<file path="src/rtl/swm_pkg.sv">
// ----------------------------------------------------------------------------
// swm_pkg
// shared types for the sliding window maximum block
// ----------------------------------------------------------------------------
package swm_pkg;

   localparam int CSR_BITS = 7;

   typedef struct packed {
      logic load;
      logic shift;
      logic flush;
   } swm_ctrl_type;

endpackage

</file>
<file path="src/rtl/swm_cell.sv">
// ----------------------------------------------------------------------------
// swm_cell
// one slot of the candidate queue; shifts toward the front, drops entries
// not greater than the new sample and takes the sample at the queue tail
// ----------------------------------------------------------------------------
module swm_cell #(
   parameter int SAMPLE_BITS = 32,
   parameter int POS_W       = 7,
   parameter int POS_MOD     = 128,
   parameter int EFF_W       = 7
) (
   input  logic                          clock,
   input  logic                          reset,
   input  swm_pkg::swm_ctrl_type         ctrl,
   input  logic signed [SAMPLE_BITS-1:0] sample,
   input  logic [POS_W-1:0]              pos,
   input  logic [EFF_W-1:0]              eff,
   input  logic                          nxt_valid,
   input  logic signed [SAMPLE_BITS-1:0] nxt_value,
   input  logic [POS_W-1:0]              nxt_pos,
   input  logic                          prv_keep,
   output logic                          cur_valid,
   output logic signed [SAMPLE_BITS-1:0] cur_value,
   output logic [POS_W-1:0]              cur_pos,
   output logic signed [SAMPLE_BITS-1:0] value_next,
   output logic                          keep,
   output logic                          expired
);
   import swm_pkg::*;

   logic                          valid_ff, valid_in;
   logic signed [SAMPLE_BITS-1:0] value_ff, value_in;
   logic [POS_W-1:0]              pos_ff, pos_in;
   logic                          src_valid;
   logic signed [SAMPLE_BITS-1:0] src_value;
   logic [POS_W-1:0]              src_pos;
   logic [POS_W:0]                age;

   assign src_valid = ctrl.shift ? nxt_valid : valid_ff;
   assign src_value = ctrl.shift ? nxt_value : value_ff;
   assign src_pos   = ctrl.shift ? nxt_pos   : pos_ff;
   assign keep      = src_valid && (src_value > sample);

   // age of the held candidate, modulo the position range
   always_comb begin
      if (pos >= pos_ff) begin
         age = {1'b0, pos} - {1'b0, pos_ff};
      end else begin
         age = {1'b0, pos} + (POS_W+1)'(POS_MOD) - {1'b0, pos_ff};
      end
   end

   assign expired = valid_ff && (age >= (POS_W+1)'(eff));

   always_comb begin
      valid_in = valid_ff;
      value_in = value_ff;
      pos_in   = pos_ff;
      if (ctrl.load) begin
         if (keep) begin
            valid_in = 1'b1;
            value_in = src_value;
            pos_in   = src_pos;
         end else if (prv_keep) begin
            valid_in = 1'b1;
            value_in = sample;
            pos_in   = pos;
         end else begin
            valid_in = 1'b0;
         end
      end else if (ctrl.shift) begin
         valid_in = nxt_valid;
         value_in = nxt_value;
         pos_in   = nxt_pos;
      end
   end

   always_ff @(posedge clock) begin
      if (reset) begin
         valid_ff <= 1'b0;
      end else if (ctrl.flush) begin
         valid_ff <= 1'b0;
      end else begin
         valid_ff <= valid_in;
      end
   end

   always_ff @(posedge clock) begin
      value_ff <= value_in;
      pos_ff   <= pos_in;
   end

   assign cur_valid  = valid_ff;
   assign cur_value  = value_ff;
   assign cur_pos    = pos_ff;
   assign value_next = value_in;

endmodule

</file>
<file path="config.mk">
export PLATFORM = sky130hd
export DESIGN_NAME = swm_cell
export DESIGN_NICKNAME = d
export VERILOG_FILES = /design/src/rtl/swm_pkg.sv /design/src/rtl/swm_cell.sv
export SDC_FILE = /design/constraint.sdc
export NUM_CORES = 1
export LEC_CHECK = 0
export ABC_CLOCK_PERIOD_IN_PS = 8960
export BUFFER_PORTS_ARGS = -buffer_cell sky130_fd_sc_hd__buf_2
export CAP_MARGIN = 5
export CORE_ASPECT_RATIO = 0.8
export CORE_UTILIZATION = 51
export CTS_CLUSTER_DIAMETER = 80
export CTS_CLUSTER_SIZE = 40
export DETAILED_ROUTE_END_ITERATION = 7
export PLACE_DENSITY_LB_ADDON = 0.25
export RECOVER_POWER = 100
export SLEW_MARGIN = 20
export SYNTH_ARGS = -nofsm -noshare
export SYNTH_HDL_FRONTEND = slang
export SYNTH_SLANG_ARGS = --single-unit
export TNS_END_PERCENT = 20
</file>
<file path="constraint.sdc">
create_clock -name clock -period 8.96 [get_ports clock]
set_input_delay 0.448 -clock clock [delete_from_list [all_inputs] [get_ports clock]]
set_output_delay 0.448 -clock clock [all_outputs]
set_load 0.1 [all_outputs]
</file>
==> load_flow_metrics.sql, run 1 <==
INSERT INTO impl_metrics (metric_group, metric, value, unit) VALUES
('worst_setup_path', 'critical_path.startpoint', 'ctrl[1]', ''),
('synth', 'synth.yosys.warnings', '0', ''),
('clock_network', 'cts-hold-fix-buffers', '0', ''),
('sta', 'final-hold-violation-count', '0', ''),
('sta', 'setup_viol', '0', ''),
('drt', 'drt-vias-per-instance', '5.14', ''),
('clock_network', 'cts_htree_levels', '2', ''),
('synth', 'yosys.area.top_type', 'mux2_2', ''),
('sta', 'period_share', '0.731', ''),
('die', 'row_count', '26', ''),
('die', 'io_pins', '166', ''),
('power_and_ir_drop', 'swShare', '0.632', ''),
('synth', 'synth_top_flop_cell', 'dfxtp_1', ''),
('placement', 'place_area', '4320', 'um^2'),
('worst_setup_path', 'end_kind', 'output port', ''),
('outcome', 'outcome', 'finished, violations left', ''),
('clock_network', 'cts_inserted_buffers', '5', ''),
('synth', 'syn_inst', '391', ''),
('run', 'max_cap_viol_count', '1', ''),
('outcome', 'failed_checks', 'max-capacitance violations, max-slew violations', ''),
('final_layout', 'syn2layout_area_growth', '23.6', '%'),
('global_routing', 'grt_pass1_vias', '3011', ''),
('placement', 'numPlacedInstances', '625', ''),
('clock_network', 'clk_pin_slew_worst_setup_hold_paths', '80', 'ps'),
('sta', 'maxClockFrequency', '153', 'MHz'),
('final_layout', 'finish.utilization', '0.659', ''),
('sta', 'worst_pin_slew', '2420', 'ps'),
('power_and_ir_drop', 'comb_power_share', '0.684', ''),
('final_layout', 'fin_nets', '687', ''),
('synth', 'seq_area_frac_synth', '0.252', ''),
('drt', 'antenna_violating_nets_post_route', '0', ''),
('power_and_ir_drop', 'portion_of_total_power_attributed_to_the_clock_network', '0.105', ''),
('worst_setup_path', 'reg2reg_from', 'cur_value[23]', ''),
('sta', 'finalMaxSlewViolations', '47', ''),
('synth', 'netlist_top_cells_count', 'mux2_2, inv_1, a21oi_1', ''),
('die', 'fp.dieH', '75.6', 'um'),
('clock_network', 'clkLatencyLatePin', '290', 'ps'),
('synth', 'post_synth_instance_area', '3450', 'um^2'),
('synth', 'syn-mean-instance-area', '8.83', 'um^2'),
('clock_network', 'postcts_resize_cnt', '0', ''),
('power_and_ir_drop', 'power.share.sequential', '0.211', ''),
('worst_setup_path', 'reg2reg_to', 'cur_pos[2]', ''),
('drt', 'drt_pass1_iterations', '4', ''),
('synth', 'postSynth.asyncResetShare', '0', ''),
('worst_setup_path', 'reg2reg_setup_slack', '5350', 'ps'),
('global_routing', 'grt_antenna_before_repair', '0', ''),
('global_routing', 'grt_use_total', '0.238', ''),
('drt', 'dr.first_iter.drc_count', '83', ''),
('synth', 'yosysMostFrequentCell', 'mux2_2', ''),
('worst_setup_path', 'critical_path.endpoint', 'value_next[0]', ''),
('synth', 'synth-seq-cells', '40', ''),
('global_routing', 'maximum_number_of_pins_on_one_net_before_global_route_repair', '65', ''),
('worst_setup_path', 'critical_path_peak_fanout', '46', ''),
('final_layout', 'stdcell_count', '633', ''),
('die', 'die_w', '94', 'um'),
('die', 'floorplan.initialDensity', '0.533', ''),
('global_routing', 'wire_length_of_the_first_global_routing_pass', '13.4', 'mm'),
('sta', 'clock-skew-final', '4.81', 'ps'),
('sta', 'layout_setup_ws', '2410', 'ps'),
('power_and_ir_drop', 'irDropWorstVdd', '202', 'uV'),
('power_and_ir_drop', 'p_leak', '0.00206', 'uW'),
('worst_hold_path', 'worst_hold_path_type', 'input pin to register', ''),
('worst_setup_path', 'path_class', 'input pin to output port', ''),
('power_and_ir_drop', 'internal_power', '428', 'uW'),
('placement', 'routabilityCongestion', '0.815', ''),
('sta', 'fin_tns_setup', '0', 'ps'),
('drt', 'post_drt_wl_per_cell', '13.5', 'um'),
('die', 'design.die.area', '7110', 'um^2'),
('power_and_ir_drop', 'p_sw', '735', 'uW'),
('synth', 'ys_types', '42', ''),
('final_layout', 'stdcell_area', '4270', 'um^2');
## worst min-delay path by stage
stage / slack [ps] / cells after the start / end
3_5_place_dp: 630 / 2 / cur_value[0]
3_3_place_gp: 560 / 2 / cur_value[0]
5_1_grt: 470 / 3 / cur_valid
4_1_cts: 450 / 3 / cur_valid
6_report: 450 / 3 / cur_valid
2_1_floorplan: 660 / 2 / cur_valid
## power groups by stage
stage / combinational, uW / clock, uW / sequential (uW)
2_1_floorplan: 445 / 0 / 503
3_3_place_gp: 814 / 0 / 247
3_5_place_dp: 823 / 0 / 249
4_1_cts: 825 / 125 / 245
5_1_grt: 839 / 130 / 251
6_report: 795 / 122 / 246
## cell usage in the layout, fill, tap and decap left out, drive strengths merged, types with 5 or more instances in the layout
master / synthesis / final
dfxtp: 33 / 33
nand4: 8 / 8
mux2: 68 / 68
a211oi: 5 / 5
buf: 6 / 91
edfxtp: 7 / 7
inv: 52 / 52
a21oi: 50 / 50
ha: 46 / 46
nand2: 17 / 17
o21ai: 13 / 13
clkbuf: 10 / 82
mux2i: 6 / 6
nor2: 39 / 39
## worst max-delay path, stage by stage
cell and delay [ps]:
clkbuf_1 1690, mux2_1 450, ha_1 330, a21oi_1 150, o21ai_0 100, a211oi_1 240
o211ai_1 150, a221o_1 370, o21ai_4 550, buf_4 430, mux2i_1 290, clkbuf_1 890
## per-layer routing
layer,routed length (um),vias up,global-route usage
met5,0,-,0
met4,59,0,0.0496
met3,462,6,0.0489
met2,3990,89,0.431
met1,4000,1468,0.297
li1,-,1690,-
## state kept, by name, indices dropped and copies added, names as in the netlist
register	cells
cur_value	32
cur_valid	1
cur_pos	7
## kinds of logic (layout without fill, tap and decap cells)
kind of cell | count (synthesis) | in the layout | synth area share
AOI/OAI and AO/OA | 82 | 82 | 0.141
xor gates and xnor gates | 3 | 3 | 0.00761
adders and majority gates | 47 | 47 | 0.172
buffers and inverters | 68 | 226 | 0.0804
DFF | 40 | 40 | 0.252
muxes | 74 | 74 | 0.248
and+or+nand+nor | 77 | 77 | 0.0986
## stage by stage
stage / power [uW] / hold slack (ps)
3_3_place_gp: 1060 / 560
6_report: 1160 / 453
4_1_cts: 1190 / 448
5_1_grt: 1220 / 471
3_5_place_dp: 1070 / 628
2_1_floorplan: 948 / 659
## layout make-up
type	count	area, um^2
clock buffer	7	76.3
clock inverter	1	3.75
fill	613	2210
inverter	52	195
multi-input combinational	283	2280
sequential	40	871
tap	84	105
timing repair buffer	166	739
Power figures use the tool's default switching activity.
==> run 2: changes to the inputs <==
--- a/config.mk
+++ b/config.mk
@@ -5,11 +5,11 @@
 export SDC_FILE = /design/constraint.sdc
 export NUM_CORES = 1
 export LEC_CHECK = 0
-export ABC_CLOCK_PERIOD_IN_PS = 8960
+export ABC_CLOCK_PERIOD_IN_PS = 6600
 export BUFFER_PORTS_ARGS = -buffer_cell sky130_fd_sc_hd__buf_2
 export CAP_MARGIN = 5
 export CORE_ASPECT_RATIO = 0.8
-export CORE_UTILIZATION = 51
+export CORE_UTILIZATION = 47
 export CTS_CLUSTER_DIAMETER = 80
 export CTS_CLUSTER_SIZE = 40
 export DETAILED_ROUTE_END_ITERATION = 7
==> constraint.sdc (replaced) <==
create_clock -name clock -period 6.6 [get_ports clock]
set_input_delay 0.33 -clock clock [delete_from_list [all_inputs] [get_ports clock]]
set_output_delay 0.33 -clock clock [all_outputs]
set_load 0.1 [all_outputs]
==> load_flow_metrics.sql, run 2 (same netlist as run 1, synthesis figures left out) <==
INSERT INTO impl_metrics (metric_group, metric, value, unit) VALUES
('drt', 'routed-via-count', '3287', ''),
('sta', 'fin_tns_setup', '0', 'ps'),
('final_layout', 'final_common_cell', 'buf_2', ''),
('clock_network', 'clkLatencyLatePin', '290', 'ps'),
('clock_network', 'cts-hold-fix-buffers', '0', ''),
('worst_setup_path', 'timing.critical_path.required', '6270', 'ps'),
('global_routing', 'grt_pass1_vias', '3219', ''),
('final_layout', 'fin_nets', '687', ''),
('clock_network', 'cts_root_cell', 'clkbuf_8', ''),
('worst_setup_path', 'critical_path_peak_fanout', '46', ''),
('power_and_ir_drop', 'swShare', '0.627', ''),
('clock_network', 'post-cts-setup-buffer-count', '0', ''),
('worst_setup_path', 'number_of_gates_on_the_worst_path_with_buffers_counted', '11', ''),
('power_and_ir_drop', 'portion_of_total_power_attributed_to_the_clock_network', '0.109', ''),
('worst_setup_path', 'critical_path.most_common_cell', 'mux2_2', ''),
('worst_setup_path', 'top_family_by_delay_on_critical_path', 'buffers and inverters', ''),
('final_layout', 'finish.utilization', '0.612', ''),
('sta', 'finalMaxSlewViolations', '0', ''),
('worst_hold_path', 'worst_hold_path_type', 'input pin to register', ''),
('die', 'floorplan.initialDensity', '0.494', ''),
('outcome', 'failed_checks', 'design-rule violations', ''),
('die', 'design.die.area', '7700', 'um^2'),
('drt', 'antenna_violating_nets_post_route', '0', ''),
('die', 'die_w', '97.8', 'um'),
('die', 'io_pins', '166', ''),
('final_layout', 'antenna_cells', '0', ''),
('drt', 'post_drt_wl_per_cell', '13.6', 'um'),
('worst_setup_path', 'critPathMaxStageDelay', '870', 'ps'),
('worst_setup_path', 'cp_cell_instances', 'buf_2 > mux2_2 > ha_1 > nand4_1 > or3_1 > o221ai_1 > a211oi_1 > o21ai_4 > buf_4 > mux2_2 > clkbuf_1', ''),
('sta', 'clock-skew-final', '6.62', 'ps'),
('sta', 'final-hold-violation-count', '0', ''),
('clock_network', 'cts_inserted_buffers', '5', ''),
('clock_network', 'numClockSinks', '40', ''),
('power_and_ir_drop', 'p_leak', '0.00207', 'uW'),
('worst_setup_path', 'arrival', '4950', 'ps'),
('drt', 'drt-vias-per-instance', '5.17', ''),
('worst_setup_path', 'critPathSlowestCell', 'clkbuf_1', ''),
('sta', 'period_share', '0.801', ''),
('power_and_ir_drop', 'comb_power_share', '0.680', ''),
('global_routing', 'maximum_number_of_pins_on_one_net_before_global_route_repair', '65', ''),
('clock_network', 'clock_tree.buffer_depth', '2', ''),
('placement', 'dp_hpwl', '6.85', 'mm'),
('power_and_ir_drop', 'pwr_density_cell', '370', 'nW/um^2'),
('die', 'row_count', '27', ''),
('sta', 'maxClockFrequency', '189', 'MHz'),
('power_and_ir_drop', 'p_sw', '995', 'uW'),
('clock_network', 'cts_htree_levels', '2', ''),
('global_routing', 'grt_antenna_before_repair', '0', ''),
('die', 'floorplan.core_area', '6990', 'um^2'),
('final_layout', 'syn2layout_area_growth', '24.0', '%'),
('run', 'max_cap_viol_count', '0', ''),
('power_and_ir_drop', 'irDropWorstVdd', '313', 'uV'),
('placement', 'port-buffer-count', '165', ''),
('sta', 'slew-limit-headroom', '0.203', ''),
('sta', 'rsz_0062_raised_after_global_routing', 'no', ''),
('drt', 'drt_pass1_iterations', '6', ''),
('worst_setup_path', 'ff2ff_path_depth', '9', ''),
('drt', 'wl', '8.64', 'mm'),
('placement', 'routabilityCongestion', '0.838', ''),
('worst_setup_path', 'path_class', 'input pin to output port', ''),
('global_routing', 'globalRouteOverflowTotal', '0', ''),
('clock_network', 'cts_tree', 'yes', ''),
('final_layout', 'final_cell_mix', 'buf_2, clkbuf_1, inv_1, mux2_2, a21oi_1', ''),
('outcome', 'outcome', 'finished, violations left', ''),
('power_and_ir_drop', 'internal_power', '592', 'uW'),
('global_routing', 'grt_use_total', '0.226', ''),
('sta', 'layout_min_cycle_time', '5280', 'ps'),
('power_and_ir_drop', 'power.share.sequential', '0.211', ''),
('worst_setup_path', 'cp_num_buf_inv', '3', ''),
('final_layout', 'largest_register_ff_count', '32', ''),
('drt', 'drc', '16', ''),
('drt', 'dr.first_iter.drc_count', '71', ''),
('clock_network', 'postcts_resize_cnt', '0', ''),
('worst_hold_path', 'holdPathStages', '3', ''),
('clock_network', 'clk_pin_slew_worst_setup_hold_paths', '80', 'ps'),
('worst_setup_path', 'worst_setup_path_start_kind', 'input pin', ''),
('final_layout', 'drive_above_1_share', '0.279', ''),
('sta', 'worst_pin_slew', '1200', 'ps'),
('global_routing', 'wire_length_of_the_first_global_routing_pass', '14.1', 'mm'),
('worst_setup_path', 'end_kind', 'output port', ''),
('die', 'fp.dieH', '78.7', 'um'),
('sta', 'setup_viol', '0', '');
[run 2: changes by cell type in the layout (fill, tap and decap cells not counted), sizes merged]
cell and delta:
clkinv -1, buf +1
[run 2: stage by stage]
step | power, uW | instance area [um^2] | cells | setup slack (ps) | hold slack (ps)
final | 1590 | 4280 | 636 | 1320 | 336
after global routing | 1670 | 4280 | 636 | 946 | 343
after global placement | 1440 | 4320 | 628 | 1680 | 579
after detailed placement | 1460 | 4320 | 628 | 1650 | 592
after floorplan | 1290 | 3450 | 391 | 1560 | 541
after CTS | 1640 | 4410 | 636 | 1640 | 336
[run 2: final cells by class]
cell class | count | area, um^2
multi-input combinational | 283 | 2280
inverter | 52 | 195
sequential | 40 | 871
tap | 87 | 109
clock buffer | 8 | 90.1
timing repair buffer | 166 | 741
fill | 695 | 2710
[run 2: power by group through the flow]
stage               sequential, uW  clock, uW  combinational (uW)
finish                         334        174                1080
global route                   342        192                1130
CTS                            333        181                1120
detailed placement             339          0                1120
global placement               336          0                1100
floorplan                      683          0                 604
[run 2: final timing paths]
kind,startpoint,endpoint,slack (ps)
setup / recovery,ctrl[1],value_next[21],1320
hold / removal,reset,cur_valid,340
setup reg to reg,cur_value[14],cur_pos[3],3010
hold reg to reg,cur_value[0],cur_value[0],620
[run 2: tightest hold or removal path, stage by stage]
cell and delay (ps):
buf_2 70, nor2_1 30, and3_1 140
[run 2: metal layers]
metal,share of wire,vias up,global-route usage
met5,0,-,0
met4,0.0072,0,0.0364
met3,0.064,6,0.0623
met2,0.48,98,0.410
met1,0.45,1497,0.268
li1,-,1686,-
